### src/hw/rtl/resonator_filter_bank_unit_macros.svh
// ----------------------------------------------------------------------------
// Resonator filter bank assertion macros
// Assertion helpers shared by the resonator filter bank RTL. They compile
// to nothing when SYNTHESIS is defined.
// ----------------------------------------------------------------------------
`ifndef RESONATOR_FILTER_BANK_UNIT_MACROS_SVH
`define RESONATOR_FILTER_BANK_UNIT_MACROS_SVH

`ifndef SYNTHESIS

// The property must hold at every rising edge outside reset.
`define RFB_ASSERT(label, clk, rst_n, prop, msg) \
  label: assert property (@(posedge clk) disable iff (!rst_n) prop) else $error(msg);

// The condition must never be true at a rising edge outside reset.
`define RFB_ASSERT_NEVER(label, clk, rst_n, cond, msg) \
  label: assert property (@(posedge clk) disable iff (!rst_n) !(cond)) else $error(msg);

`else

`define RFB_ASSERT(label, clk, rst_n, prop, msg)
`define RFB_ASSERT_NEVER(label, clk, rst_n, cond, msg)

`endif

`endif

### src/hw/rtl/rfb_pkg.sv
// ----------------------------------------------------------------------------
// Resonator filter bank package
// Field widths, command codes and the controller to datapath interface.
// ----------------------------------------------------------------------------
package rfb_pkg;

  localparam int COEF_W   = 24;
  localparam int HIST_W   = 32;
  localparam int SAMPLE_W = 16;
  localparam int INDEX_W  = 4;
  localparam int ACTIVE_W = 5;
  localparam int PROD_W   = COEF_W + HIST_W;
  // Three exact products plus the rounding offset fit in 58 signed bits.
  localparam int ACC_W    = PROD_W + 2;

  localparam logic [ACTIVE_W-1:0] ACTIVE_RESET = 5'd16;

  localparam logic [HIST_W-1:0] VALUE_MAX = 32'h7FFF_FFFF;
  localparam logic [HIST_W-1:0] VALUE_MIN = 32'h8000_0000;

  localparam logic CMD_LOAD    = 1'b0;
  localparam logic CMD_PROCESS = 1'b1;

  // Operand pair fed to the shared multiplier.
  typedef enum logic [1:0] {
    MUL_GAIN = 2'd0,
    MUL_FB1  = 2'd1,
    MUL_FB2  = 2'd2
  } rfb_mul_e;

  typedef struct packed {
    logic     load_we;
    logic     capture;
    logic     rd_en;
    logic     mul_en;
    rfb_mul_e mul_sel;
    logic     acc_init;
    logic     acc_add;
    logic     out_load;
    logic     last;
    logic     clear_hist;
  } rfb_cmd_t;

  typedef struct packed {
    logic out_free;
  } rfb_status_t;

endpackage

### src/hw/rtl/rfb_ctrl.sv
// ----------------------------------------------------------------------------
// Resonator filter bank controller
// Holds the active filter count and sequences the datapath through one
// read, three multiply passes, a final add and one output step per active filter.
// ----------------------------------------------------------------------------
module rfb_ctrl #(
  parameter int FILTER_COUNT = 16
) (
  input  logic                          clk_i,
  input  logic                          rst_ni,
  input  logic                          in_valid_i,
  output logic                          in_ready_o,
  input  logic                          command_i,
  input  logic                          end_of_signal_i,
  input  logic                          cfg_valid_i,
  output logic                          cfg_ready_o,
  input  logic [rfb_pkg::ACTIVE_W-1:0]  cfg_data_i,
  input  rfb_pkg::rfb_status_t          status_i,
  output rfb_pkg::rfb_cmd_t             cmd_o,
  output logic [((FILTER_COUNT > 1) ? $clog2(FILTER_COUNT) : 1)-1:0] idx_o
);

  localparam int IdxW = (FILTER_COUNT > 1) ? $clog2(FILTER_COUNT) : 1;
  localparam int CntW = $clog2(FILTER_COUNT + 1);

  typedef enum logic [6:0] {
    ST_IDLE = 7'b0000001,
    ST_READ = 7'b0000010,
    ST_MUL0 = 7'b0000100,
    ST_MUL1 = 7'b0001000,
    ST_MUL2 = 7'b0010000,
    ST_ACC  = 7'b0100000,
    ST_OUT  = 7'b1000000
  } state_e;

  state_e                        state_q, state_d;
  logic [IdxW-1:0]               f_q, f_d;
  logic                          eos_q, eos_d;
  logic [rfb_pkg::ACTIVE_W-1:0]  active_q;
  logic [CntW-1:0]               n_act;
  logic                          accept;
  logic                          is_last;

  assign cfg_ready_o = 1'b1;
  assign in_ready_o  = (state_q == ST_IDLE);
  assign accept      = in_valid_i && in_ready_o;
  assign idx_o       = f_q;

  // Counts above the bank size act as the bank size.
  assign n_act   = (32'(active_q) > FILTER_COUNT) ? CntW'(FILTER_COUNT) : CntW'(active_q);
  assign is_last = ((CntW'(f_q) + CntW'(1)) == n_act);

  always_ff @(posedge clk_i or negedge rst_ni) begin
    if (!rst_ni) begin
      active_q <= rfb_pkg::ACTIVE_RESET;
    end else if (cfg_valid_i && cfg_ready_o) begin
      active_q <= cfg_data_i;
    end
  end

  always_comb begin
    state_d = state_q;
    f_d     = f_q;
    eos_d   = eos_q;
    cmd_o   = '0;
    cmd_o.mul_sel = rfb_pkg::MUL_GAIN;
    case (state_q)
      ST_IDLE: begin
        if (accept && (command_i == rfb_pkg::CMD_LOAD)) begin
          cmd_o.load_we = 1'b1;
        end else if (accept) begin
          if (n_act == '0) begin
            cmd_o.clear_hist = end_of_signal_i;
          end else begin
            cmd_o.capture = 1'b1;
            eos_d         = end_of_signal_i;
            f_d           = '0;
            state_d       = ST_READ;
          end
        end
      end
      ST_READ: begin
        cmd_o.rd_en = 1'b1;
        state_d     = ST_MUL0;
      end
      ST_MUL0: begin
        cmd_o.mul_en   = 1'b1;
        cmd_o.mul_sel  = rfb_pkg::MUL_GAIN;
        cmd_o.acc_init = 1'b1;
        state_d        = ST_MUL1;
      end
      ST_MUL1: begin
        cmd_o.mul_en  = 1'b1;
        cmd_o.mul_sel = rfb_pkg::MUL_FB1;
        cmd_o.acc_add = 1'b1;
        state_d       = ST_MUL2;
      end
      ST_MUL2: begin
        cmd_o.mul_en  = 1'b1;
        cmd_o.mul_sel = rfb_pkg::MUL_FB2;
        cmd_o.acc_add = 1'b1;
        state_d       = ST_ACC;
      end
      ST_ACC: begin
        cmd_o.acc_add = 1'b1;
        state_d       = ST_OUT;
      end
      ST_OUT: begin
        // Wait here until the output register can take the word.
        if (status_i.out_free) begin
          cmd_o.out_load = 1'b1;
          cmd_o.last     = is_last;
          if (is_last) begin
            cmd_o.clear_hist = eos_q;
            state_d          = ST_IDLE;
          end else begin
            f_d     = f_q + IdxW'(1);
            state_d = ST_READ;
          end
        end
      end
      default: begin
        state_d = ST_IDLE;
      end
    endcase
  end

  always_ff @(posedge clk_i or negedge rst_ni) begin
    if (!rst_ni) begin
      state_q <= ST_IDLE;
      f_q     <= '0;
      eos_q   <= 1'b0;
    end else begin
      state_q <= state_d;
      f_q     <= f_d;
      eos_q   <= eos_d;
    end
  end

endmodule

### src/hw/rtl/rfb_dpath.sv
// ----------------------------------------------------------------------------
// Resonator filter bank datapath
// Coefficient and history memories, one shared multiplier, the accumulator
// with rounding and saturation, and the output register.
// ----------------------------------------------------------------------------
module rfb_dpath #(
  parameter int FILTER_COUNT       = 16,
  parameter int COEF_FRACTION_BITS = 22
) (
  input  logic                                clk_i,
  input  logic                                rst_ni,
  input  rfb_pkg::rfb_cmd_t                   cmd_i,
  input  logic [((FILTER_COUNT > 1) ? $clog2(FILTER_COUNT) : 1)-1:0] idx_i,
  input  logic [rfb_pkg::INDEX_W-1:0]         filter_index_i,
  input  logic signed [rfb_pkg::COEF_W-1:0]   coef_b0_i,
  input  logic signed [rfb_pkg::COEF_W-1:0]   coef_a1_i,
  input  logic signed [rfb_pkg::COEF_W-1:0]   coef_a2_i,
  input  logic signed [rfb_pkg::SAMPLE_W-1:0] sample_i,
  input  logic                                out_ready_i,
  output rfb_pkg::rfb_status_t                status_o,
  output logic                                out_valid_o,
  output logic [rfb_pkg::INDEX_W-1:0]         channel_o,
  output logic signed [rfb_pkg::HIST_W-1:0]   value_o,
  output logic                                saturated_o,
  output logic                                last_o
);

  localparam int IdxW   = (FILTER_COUNT > 1) ? $clog2(FILTER_COUNT) : 1;
  localparam int CW     = rfb_pkg::COEF_W;
  localparam int HW     = rfb_pkg::HIST_W;
  localparam int PW     = rfb_pkg::PROD_W;
  localparam int AW     = rfb_pkg::ACC_W;
  localparam logic signed [AW-1:0] RoundInit = AW'(64'd1 << (COEF_FRACTION_BITS - 1));

  // Coefficient memories and the packed {y1, y2} history memory.
  logic [CW-1:0]   b0_mem [FILTER_COUNT];
  logic [CW-1:0]   a1_mem [FILTER_COUNT];
  logic [CW-1:0]   a2_mem [FILTER_COUNT];
  logic [2*HW-1:0] hist_mem [FILTER_COUNT];

  logic signed [CW-1:0]       b0_rd_q, a1_rd_q, a2_rd_q;
  logic [2*HW-1:0]            hist_rd_q;
  logic                       hv_q;
  logic [FILTER_COUNT-1:0]    hist_vld_q;
  logic signed [rfb_pkg::SAMPLE_W-1:0] sample_q;

  logic                       load_ok;
  logic [IdxW-1:0]            wr_idx;
  logic signed [HW-1:0]       y1_cur, y2_cur;
  logic signed [CW-1:0]       mul_coef;
  logic signed [HW-1:0]       mul_data;
  logic signed [PW-1:0]       prod;
  logic signed [PW-1:0]       p_q;
  logic signed [AW-1:0]       acc_q;
  logic signed [AW-1:0]       acc_shr;
  logic                       fits;
  logic [HW-1:0]              y_sat;

  logic                       out_valid_q;
  logic [rfb_pkg::INDEX_W-1:0] channel_q;
  logic [HW-1:0]              value_q;
  logic                       sat_q;
  logic                       last_q;

  // Loads beyond the bank are dropped.
  assign load_ok = cmd_i.load_we && (32'(filter_index_i) < FILTER_COUNT);
  assign wr_idx  = IdxW'(filter_index_i);

  always_ff @(posedge clk_i) begin
    if (load_ok) begin
      b0_mem[wr_idx] <= coef_b0_i;
      a1_mem[wr_idx] <= coef_a1_i;
      a2_mem[wr_idx] <= coef_a2_i;
    end
    if (cmd_i.rd_en) begin
      b0_rd_q <= b0_mem[idx_i];
      a1_rd_q <= a1_mem[idx_i];
      a2_rd_q <= a2_mem[idx_i];
    end
  end

  always_ff @(posedge clk_i) begin
    if (cmd_i.out_load) begin
      hist_mem[idx_i] <= {y_sat, y1_cur};
    end
    if (cmd_i.rd_en) begin
      hist_rd_q <= hist_mem[idx_i];
    end
    if (cmd_i.capture) begin
      sample_q <= sample_i;
    end
  end

  // A history entry without its valid bit reads as zero; end of signal
  // drops every valid bit at once.
  always_ff @(posedge clk_i or negedge rst_ni) begin
    if (!rst_ni) begin
      hist_vld_q <= '0;
      hv_q       <= 1'b0;
    end else begin
      if (cmd_i.clear_hist) begin
        hist_vld_q <= '0;
      end else if (cmd_i.out_load) begin
        hist_vld_q[idx_i] <= 1'b1;
      end
      if (cmd_i.rd_en) begin
        hv_q <= hist_vld_q[idx_i];
      end
    end
  end

  assign y1_cur = hv_q ? hist_rd_q[2*HW-1:HW] : '0;
  assign y2_cur = hv_q ? hist_rd_q[HW-1:0] : '0;

  always_comb begin
    case (cmd_i.mul_sel)
      rfb_pkg::MUL_GAIN: begin
        mul_coef = b0_rd_q;
        mul_data = HW'(sample_q);
      end
      rfb_pkg::MUL_FB1: begin
        mul_coef = a1_rd_q;
        mul_data = y1_cur;
      end
      rfb_pkg::MUL_FB2: begin
        mul_coef = a2_rd_q;
        mul_data = y2_cur;
      end
      default: begin
        mul_coef = '0;
        mul_data = '0;
      end
    endcase
  end

  assign prod = mul_coef * mul_data;

  // The accumulator starts at half an output unit so that the final
  // arithmetic shift rounds half up.
  always_ff @(posedge clk_i) begin
    if (cmd_i.mul_en) begin
      p_q <= prod;
    end
    if (cmd_i.acc_init) begin
      acc_q <= RoundInit;
    end else if (cmd_i.acc_add) begin
      acc_q <= acc_q + AW'(p_q);
    end
  end

  assign acc_shr = acc_q >>> COEF_FRACTION_BITS;
  assign fits    = (&acc_shr[AW-1:HW-1]) || !(|acc_shr[AW-1:HW-1]);
  assign y_sat   = fits ? acc_shr[HW-1:0] :
                   (acc_shr[AW-1] ? rfb_pkg::VALUE_MIN : rfb_pkg::VALUE_MAX);

  always_ff @(posedge clk_i or negedge rst_ni) begin
    if (!rst_ni) begin
      out_valid_q <= 1'b0;
    end else if (cmd_i.out_load) begin
      out_valid_q <= 1'b1;
    end else if (out_ready_i) begin
      out_valid_q <= 1'b0;
    end
  end

  always_ff @(posedge clk_i) begin
    if (cmd_i.out_load) begin
      channel_q <= rfb_pkg::INDEX_W'(idx_i);
      value_q   <= y_sat;
      sat_q     <= !fits;
      last_q    <= cmd_i.last;
    end
  end

  assign status_o.out_free = !out_valid_q || out_ready_i;
  assign out_valid_o       = out_valid_q;
  assign channel_o         = channel_q;
  assign value_o           = value_q;
  assign saturated_o       = sat_q;
  assign last_o            = last_q;

endmodule

### src/hw/rtl/resonator_filter_bank_unit.sv
// ----------------------------------------------------------------------------
// Resonator filter bank unit
// A bank of FILTER_COUNT two-pole resonators sharing one multiplier. A load
// word is written when it is accepted, and the unit stays ready for the next
// word. For a sample word, each active filter needs a memory read, three
// passes through the single 24x32 multiplier, a final add, and a step into
// the output register, which also stalls while a word waits there. Output
// histories carry one valid bit per filter, so reset and end of signal clear
// them at once with no clearing pass. The next word is accepted as soon as
// the last result of a sample enters the output register.
// ----------------------------------------------------------------------------
`include "resonator_filter_bank_unit_macros.svh"

module resonator_filter_bank_unit #(
  parameter int FILTER_COUNT       = 16,
  parameter int COEF_FRACTION_BITS = 22
) (
  input  logic                                clk_i,
  input  logic                                rst_ni,
  input  logic                                in_valid_i,
  output logic                                in_ready_o,
  input  logic                                command_i,
  input  logic [rfb_pkg::INDEX_W-1:0]         filter_index_i,
  input  logic signed [rfb_pkg::COEF_W-1:0]   coef_b0_i,
  input  logic signed [rfb_pkg::COEF_W-1:0]   coef_a1_i,
  input  logic signed [rfb_pkg::COEF_W-1:0]   coef_a2_i,
  input  logic signed [rfb_pkg::SAMPLE_W-1:0] sample_i,
  input  logic                                end_of_signal_i,
  output logic                                out_valid_o,
  input  logic                                out_ready_i,
  output logic [rfb_pkg::INDEX_W-1:0]         channel_o,
  output logic signed [rfb_pkg::HIST_W-1:0]   value_o,
  output logic                                saturated_o,
  output logic                                last_o,
  input  logic                                cfg_valid_i,
  output logic                                cfg_ready_o,
  input  logic [rfb_pkg::ACTIVE_W-1:0]        cfg_data_i
);

  localparam int IdxW = (FILTER_COUNT > 1) ? $clog2(FILTER_COUNT) : 1;

  rfb_pkg::rfb_cmd_t    cmd;
  rfb_pkg::rfb_status_t dp_status;
  logic [IdxW-1:0]      idx;

  rfb_ctrl #(
    .FILTER_COUNT (FILTER_COUNT)
  ) u_ctrl (
    .clk_i           (clk_i),
    .rst_ni          (rst_ni),
    .in_valid_i      (in_valid_i),
    .in_ready_o      (in_ready_o),
    .command_i       (command_i),
    .end_of_signal_i (end_of_signal_i),
    .cfg_valid_i     (cfg_valid_i),
    .cfg_ready_o     (cfg_ready_o),
    .cfg_data_i      (cfg_data_i),
    .status_i        (dp_status),
    .cmd_o           (cmd),
    .idx_o           (idx)
  );

  rfb_dpath #(
    .FILTER_COUNT       (FILTER_COUNT),
    .COEF_FRACTION_BITS (COEF_FRACTION_BITS)
  ) u_dpath (
    .clk_i          (clk_i),
    .rst_ni         (rst_ni),
    .cmd_i          (cmd),
    .idx_i          (idx),
    .filter_index_i (filter_index_i),
    .coef_b0_i      (coef_b0_i),
    .coef_a1_i      (coef_a1_i),
    .coef_a2_i      (coef_a2_i),
    .sample_i       (sample_i),
    .out_ready_i    (out_ready_i),
    .status_o       (dp_status),
    .out_valid_o    (out_valid_o),
    .channel_o      (channel_o),
    .value_o        (value_o),
    .saturated_o    (saturated_o),
    .last_o         (last_o)
  );

  // A new word must never overwrite one that has not been taken.
  `RFB_ASSERT_NEVER(a_no_overwrite, clk_i, rst_ni, cmd.out_load && !dp_status.out_free, "output word overwritten before it was taken")
  // A history read is always followed by the gain multiply pass.
  `RFB_ASSERT(a_read_then_gain, clk_i, rst_ni, cmd.rd_en |=> cmd.mul_en && (cmd.mul_sel == rfb_pkg::MUL_GAIN), "multiply sequence broken after read")
  // A clipped word carries one of the two range limits.
  `RFB_ASSERT(a_sat_value, clk_i, rst_ni, (out_valid_o && saturated_o) |-> (value_o == rfb_pkg::VALUE_MAX) || (value_o == rfb_pkg::VALUE_MIN), "saturated word not at a range limit")

endmodule

### config.mk
export PLATFORM = sky130hd
export DESIGN_NAME = resonator_filter_bank_unit
export DESIGN_NICKNAME = d
export VERILOG_FILES = /design/src/hw/rtl/rfb_pkg.sv /design/src/hw/rtl/rfb_ctrl.sv /design/src/hw/rtl/rfb_dpath.sv /design/src/hw/rtl/resonator_filter_bank_unit.sv
export VERILOG_INCLUDE_DIRS = /design/src /design/src/hw/rtl
export SDC_FILE = /design/constraint.sdc
export NUM_CORES = 2
export LEC_CHECK = 0
export BUFFER_PORTS_ARGS = -buffer_cell sky130_fd_sc_hd__buf_2
export CORE_UTILIZATION = 53
export CTS_CLUSTER_DIAMETER = 50
export DETAILED_ROUTE_END_ITERATION = 7
export PLACE_DENSITY = 0.69
export SYNTH_ARGS = -nofsm -noshare
export SYNTH_HDL_FRONTEND = slang
export SYNTH_SLANG_ARGS = --single-unit
### constraint.sdc
create_clock -name clk_i -period 15.5 [get_ports clk_i]
set_input_delay 3.1 -clock clk_i [delete_from_list [all_inputs] [get_ports clk_i]]
set_output_delay 3.1 -clock clk_i [all_outputs]
set_load 0.05 [all_outputs]
Word level (Yosys, flattened, before mapping)
Memory sizes are Yosys's and may differ from the RTL's. A register that Yosys moved wholly into a read port is not among the register bits.
Index checks and enable logic that the tools add are counted.
Word-level totals
  input port bits: 104
  memories kept: 4
  output and inout bits: 41
  bits in writable memories: 2176
  register bits after elaboration: 203
Operators by class
  add/subtract/negate cells: 3
  eq/ne operators: 15
  multiply operators: 1
  mux-type cells: 47
  magnitude comparators: 3
  bitwise gates (word level): 4
  reductions and logical operators: 20
Memory list
  u_dpath.hist_mem: depth 16, width 64, rd ports 1, clocked after memory_dff 1, wr ports 1, line rfb_dpath.sv:39  | logic [2*HW-1:0] hist_mem [FILTER_COUNT];
  u_dpath.a1_mem: depth 16, width 24, rd ports 1, clocked after memory_dff 1, wr ports 1, line rfb_dpath.sv:37  | logic [CW-1:0] a1_mem [FILTER_COUNT];
  u_dpath.a2_mem: depth 16, width 24, rd ports 1, clocked after memory_dff 1, wr ports 1, line rfb_dpath.sv:38  | logic [CW-1:0] a2_mem [FILTER_COUNT];
  u_dpath.b0_mem: depth 16, width 24, rd ports 1, clocked after memory_dff 1, wr ports 1, line rfb_dpath.sv:36  | logic [CW-1:0] b0_mem [FILTER_COUNT];
Operator list (number)
  $mux 32: 4
  $pmux 32 s3: 1
  $pmux 24 s3: 1
  $add 58x56->58: 1
  $mul 24x32->56: 1
  $pmux 7 s7: 1
  $mux 16: 2
  $mux 7: 4
  $mux 4: 5
  $mux 1: 19
  $or 16x16->16: 1
  $ne 2x2->1 const B: 5
  $pmux 3 s3: 1
  $pmux 4 s2: 1
  $reduce_and 4->1: 2
  $eq 7x1->1 const B: 1
  $eq 7x2->1 const B: 1
  $eq 7x3->1 const B: 1
  $eq 7x4->1 const B: 1
  $eq 7x5->1 const B: 1
  $eq 7x6->1 const B: 1
  $eq 7x7->1 const B: 1
  $mux 2: 3
  $reduce_and 6->1: 1
  other kinds (24): 33

Longest topological paths before layout
  depth after elaboration: 9
  depth in mapped cells: 36

Hierarchy
Synthesis repeated with hierarchy kept, for this count alone.
Unflattened totals
  cells, all modules: 7465
  area total of the unflattened synthesis: 124400.6 um^2
By module, submodules not included
  rfb_dpath: cells each 7339, instances 1, seq. area each 74341.3 um^2, area an instance 123215.7 um^2
  rfb_ctrl: cells each 126, instances 1, seq. area each 427.9 um^2, area an instance 1184.9 um^2

Least setup slack after synthesis
No wires, ideal clock.
  path kind: register -> register
  start point: register u_ctrl.state_q[5]
  end point: register u_dpath.hv_q
  cell stages (with the launch flop): 6
  setup time: 0.116 ns
  path buffers: 1
  data arrival time: 12.158 ns
  clock period less this slack: 12.274 ns
  path slack: 3.226 ns
  cells stage by stage: dfrtp_1 clkbuf_1 nor3_1 nand2_1 nor3b_1 mux2_2
Between the ends
  longest elaborated chain between the ends: 2
Ends and longest elaborated chain
  from (decl): line rfb_ctrl.sv:36  | state_e state_q, state_d;
  from (signal assigned): line rfb_ctrl.sv:134  | state_q <= state_d;
  $eq 7x2->1: line rfb_ctrl.sv:67  | case (state_q)
  $mux 1: line rfb_ctrl.sv:67
  to (signal assigned): line rfb_dpath.sv:107  | hv_q <= hist_vld_q[idx_i];
  to (decl): line rfb_dpath.sv:43  | logic hv_q;
Every way passes these cells.
A chain may end at the register's enable or synchronous reset.

Worst setup path after layout
  start point: register u_ctrl.state_q[0]
  end point: register u_dpath.p_q[54], data pin
Between the ends
  longest elaborated chain between the ends: 5
  elaborated cells on any way between the ends: 10
  classes of those cells: mul: 1; eq/ne: 5; mux: 3; reduce/logical: 1
Ends and longest elaborated chain
  $eq 7x5->1, or another cell as far along: line rfb_ctrl.sv:67
  $pmux 3 s3 (*): line rfb_ctrl.sv:67
  $eq 2x2->1, or another cell as far along: line rfb_dpath.sv:116  | case (cmd_i.mul_sel)
  $pmux 24 s3 / $pmux 32 s3 (equally long branches): line rfb_dpath.sv:116
  $mul 24x32->56 (*): line rfb_dpath.sv:136  | assign prod = mul_coef * mul_data;
  via u_dpath.prod[54]: line rfb_dpath.sv:52  | logic signed [PW-1:0] prod;
  to (signal assigned): line rfb_dpath.sv:142  | p_q <= prod;
  to (decl): line rfb_dpath.sv:53  | logic signed [PW-1:0] p_q;
Mark *: on every way through the listed nets, which the timed path passes. The rest lies on a longest branch.

==> Implementation_results.wiki <==
{| class="wikitable"
! Metric !! Value
|-
| First-iteration detailed-routing DRC count || 7,166
|-
| Result of the run || finished clean
|-
| Launch instance of the worst register-to-register path || u_ctrl.state_q[0]
|-
| Smallest hold slack || 458 ps
|-
| Dominant register cell in the synthesized netlist || sky130_fd_sc_hd__edfxtp_1
|-
| Setup Slack @ Placement || 4180 ps
|-
| Clock root buffer master || sky130_fd_sc_hd__clkbuf_16
|-
| Max frequency || 0.0870 GHz
|-
| Largest stage delay on the critical path || 900 ps
|-
| Mapped Area || around 120,000 µm²
|-
| Worst clock skew on the final layout || approximately 81 ps
|-
| Post-Syn Nets || 8,466
|-
| Avg WL per Cell || 28.9 µm
|-
| Clk buf depth || 4
|-
| Wire length of the first global-routing pass || between 400 and 500 mm
|-
| Cell with the most instances after synthesis || sky130_fd_sc_hd__edfxtp_1
|-
| Placement row count || between 150 and 200
|-
| Required arrival time at the worst endpoint || ~16,000 ps
|-
| Slack of the critical path || 4010 ps
|-
| Endpoints failing hold || 0
|-
| Startpoint type of the worst setup path || register
|-
| Yosys warns || 0
|-
| Count of flip-flops with a built-in enable after synthesis || between 2,000 and 2,500
|-
| Area Overhead vs Synth || 11.5%
|-
| Category of the most critical setup path || register to register
|-
| Die ar. || 235,000 µm²
|-
| Main area contributors after synthesis || sky130_fd_sc_hd__edfxtp_1, sky130_fd_sc_hd__fa_1, sky130_fd_sc_hd__mux4_2
|-
| Number of levels in the clock H-tree || 5
|-
| Sequential-to-total area share from yosys stat || 60.5%
|-
| TritonCTS clock tree || done
|-
| Depth of the most critical reg-to-reg path || 32
|-
| Routing usage on met1 || 37.5%
|-
| Async set or reset register ratio after synthesis || 1.39%
|-
| Final setup TNS || 0 ps
|-
| Placer congestion estimate || between 0.9 and 1
|-
| CP delay by family, top || adder cells
|-
| P per Cell Area || 220 nW/µm²
|-
| Most common library cells after synthesis || sky130_fd_sc_hd__edfxtp_1, sky130_fd_sc_hd__inv_1, sky130_fd_sc_hd__fa_1
|-
| Placed Cells incl. Taps || a little over 10,000
|-
| Starting density of the core || ~54%
|-
| Met2 capacity usage during global routing || 43.0%
|-
| Final Setup Violations || 0
|-
| Maximum number of pins on one net before global-route repair || 144
|-
| Hpwl dp || 191 mm
|-
| Clock Sinks || between 2,000 and 3,000
|-
| Final Critical Period || 11,490 ps
|-
| Aggregate routed wire length || 313 mm
|-
| Worst-Margin Slew || 1400 ps
|-
| Share of post-route cells with drive strength above 1 || 19.0%
|-
| Post-cts gate resize count || 0
|-
| Post-CTS setup buffer count || 0
|-
| Die height || 485 µm
|-
| Count of cell types in the netlist || between 80 and 90
|-
| Via-to-Cell Ratio || 6.19
|-
| Reg clk slew, reported paths || 60 ps
|-
| Worst path most repeated cell || sky130_fd_sc_hd__fa_1
|-
| Number of non-filler instances in the completed layout || 10,900
|-
| Quantity of I/O buffers inserted on ports || 143
|-
| Num CTS Buffers || 290
|-
| I/O pin cnt || around 150
|-
| Crit. Startpoint || u_ctrl.state_q[0]
|-
| M3 GR Usage || 5.50%
|-
| Number of global-route vias before repair || 70,100
|-
| Final #Nets || 8,718
|-
| Class of the most critical hold timing path || register to register
|-
| Worst Path Buf+Inv || 6
|-
| Total count of max-transition violations in the final report || 0
|-
| Worst IR Drop VDD || 0.599 mV
|-
| Final global-route overflow total || 0
|-
| Worst setup path endpoint || u_dpath.p_q[54]
|-
| Synth top area share || 58.9%
|-
| Share of the cycle needed by the critical path after routing || 74.1%
|-
| Clock latency on the worst-skew pair || 950 ps
|-
| Critical Path Slowest Stage Cell || sky130_fd_sc_hd__a2111oi_0
|-
| DRC violation count after routing || 0
|-
| Most heavily used metal layer in global routing || met2
|-
| Horizontal die dimension || 485 µm
|-
| Max-capacitance violation count || 0
|-
| Total global-route track usage || 27.0%
|-
| Kind of end point of the critical path || register
|-
| Initial DRT Pass Iterations || 8
|-
| Minimum setup slack among reg-to-reg paths || between 4000 and 5000 ps
|-
| Reg-to-Reg End || u_dpath.p_q[54]
|-
| Instance count on the critical path || 32
|-
| Quantity of hold-fixing buffers added after cts || 0
|-
| Synthesized area divided by synthesized cell count || 16.8 µm²
|-
| CP arrival || 12,150 ps
|-
| Number of routed nets with antenna violations || 0
|-
| Worst relative slew slack || approximately 6.9%
|-
| Top cell type by total area after synthesis || sky130_fd_sc_hd__edfxtp_1
|-
| Setup repair after global routing missed its margin || false
|-
| Synthesis-stage register bit count || roughly 2,500
|-
| Routed vias || 67,300
|-
| Standard cell core area || 231,000 µm²
|-
| Critical Path Fanout Max || 34
|-
| Initial antenna violation count || 23
|-
| Gate Count Post-Synth || ~7,400
|-
| Leakage power figure || about 50 nW
|}
[cell type report]
type                            instances  area, µm²
Tap cell                             3026       3790
Clock buffer                          344       7600
Multi-Input combinational cell       3652      44700
Sequential cell                      2515      74800
Inverter                              844       3180
Clock inverter                        152       1610
Antenna cell                            9       22.5
Timing Repair Buffer                  316       2090
Fill cell                           16700      93000
[flip-flops by register name, indices dropped and copies added (netlist names), 4 cells and up]
| name | count |
|---|---|
| u_dpath.acc_q | 58 |
| u_dpath.a2_mem | 384 |
| u_ctrl.idx_o | 4 |
| u_dpath.value_o | 32 |
| u_dpath.hist_vld_q | 16 |
| u_dpath.p_q | 56 |
| u_dpath.channel_o | 4 |
| u_dpath.hist_rd_q | 64 |
| u_dpath.sample_q | 16 |
| u_dpath.hist_mem | 1024 |
| u_ctrl.state_q | 7 |
| u_dpath.b0_mem | 384 |
| u_dpath.a2_rd_q | 24 |
| u_dpath.b0_rd_q | 24 |
| u_dpath.a1_rd_q | 24 |
| u_ctrl.active_q | 5 |
| u_dpath.a1_mem | 384 |
[per-layer routing]
layer  up-vias  routed length, µm
met4        20              11000
li1      27500                  -
met3       613              28800
met5         -                129
met2      3282             150000
met1     35800             123000
[power by group]
part,switching [mW],internal [mW]
sequential,0.0521,8.46
clock,2.65,4.01
combinational,9.02,6.10
[worst min path at each step]
stage                      start                   end  depth (start not counted)
3_3_place_gp    u_dpath.acc_q[2]      u_dpath.acc_q[2]                          2
4_1_cts        u_dpath.acc_q[16]     u_dpath.acc_q[16]                          2
2_1_floorplan    u_ctrl.idx_o[3]  u_dpath.channel_o[3]                          0
5_1_grt        u_dpath.acc_q[14]     u_dpath.acc_q[14]                          2
3_5_place_dp   u_dpath.acc_q[16]     u_dpath.acc_q[16]                          2
6_report       u_dpath.acc_q[16]     u_dpath.acc_q[16]                          2
[cells in the final DEF (no fill, tap or decap), types with 48 or more instances in the layout]
cell,instances
sky130_fd_sc_hd__fa_1,784
sky130_fd_sc_hd__a21o_1,135
sky130_fd_sc_hd__a22o_1,49
sky130_fd_sc_hd__clkinv_1,48
sky130_fd_sc_hd__xnor2_1,73
sky130_fd_sc_hd__edfxtp_1,2422
sky130_fd_sc_hd__ha_1,211
sky130_fd_sc_hd__mux4_2,685
sky130_fd_sc_hd__inv_1,841
sky130_fd_sc_hd__clkbuf_16,294
sky130_fd_sc_hd__and2_1,69
sky130_fd_sc_hd__buf_4,167
sky130_fd_sc_hd__dfxtp_1,58
sky130_fd_sc_hd__nor2_1,369
sky130_fd_sc_hd__buf_2,143
sky130_fd_sc_hd__a21oi_1,160
sky130_fd_sc_hd__nand2_1,628
[per-stage QoR]
stage               util, %  instance area [µm²]  total power [mW]
floorplan                 -               124000              19.5
global placement       55.7               129000              23.3
detailed placement     55.7               129000              23.5
CTS                    59.7               138000              30.2
global route           59.7               138000              32.2
finish                 59.7               138000              30.3
[worst register-to-register path: cells and delay by family, from the launching register on]
kind            cells  cell delay (ps)
compound gates     11             3690
xor+xnor            1              150
fa+ha+maj           8             4020
buf+inv             6             1280
flops               1              540
simple gates        6             1560
[logic make-up (layout without fill, tap and decap cells)]
| kind of cell | Yosys count | count (layout) | share of synthesized area (%) |
|---|---|---|---|
| flip-flops | 2515 | 2515 | 60.5 |
| AND/OR/NAND/NOR | 1239 | 1239 | 4.19 |
| buffers and inverters | 1200 | 1656 | 3.65 |
| adder cells (fa/ha/maj) | 995 | 995 | 14.8 |
| multiplexers | 693 | 693 | 12.6 |
| AO/OA/AOI/OAI | 607 | 607 | 3.43 |
| XOR/XNOR | 117 | 117 | 0.829 |
| other | 1 | 10 | 0.00303 |
No activity file was read; power rests on OpenSTA's default activity.
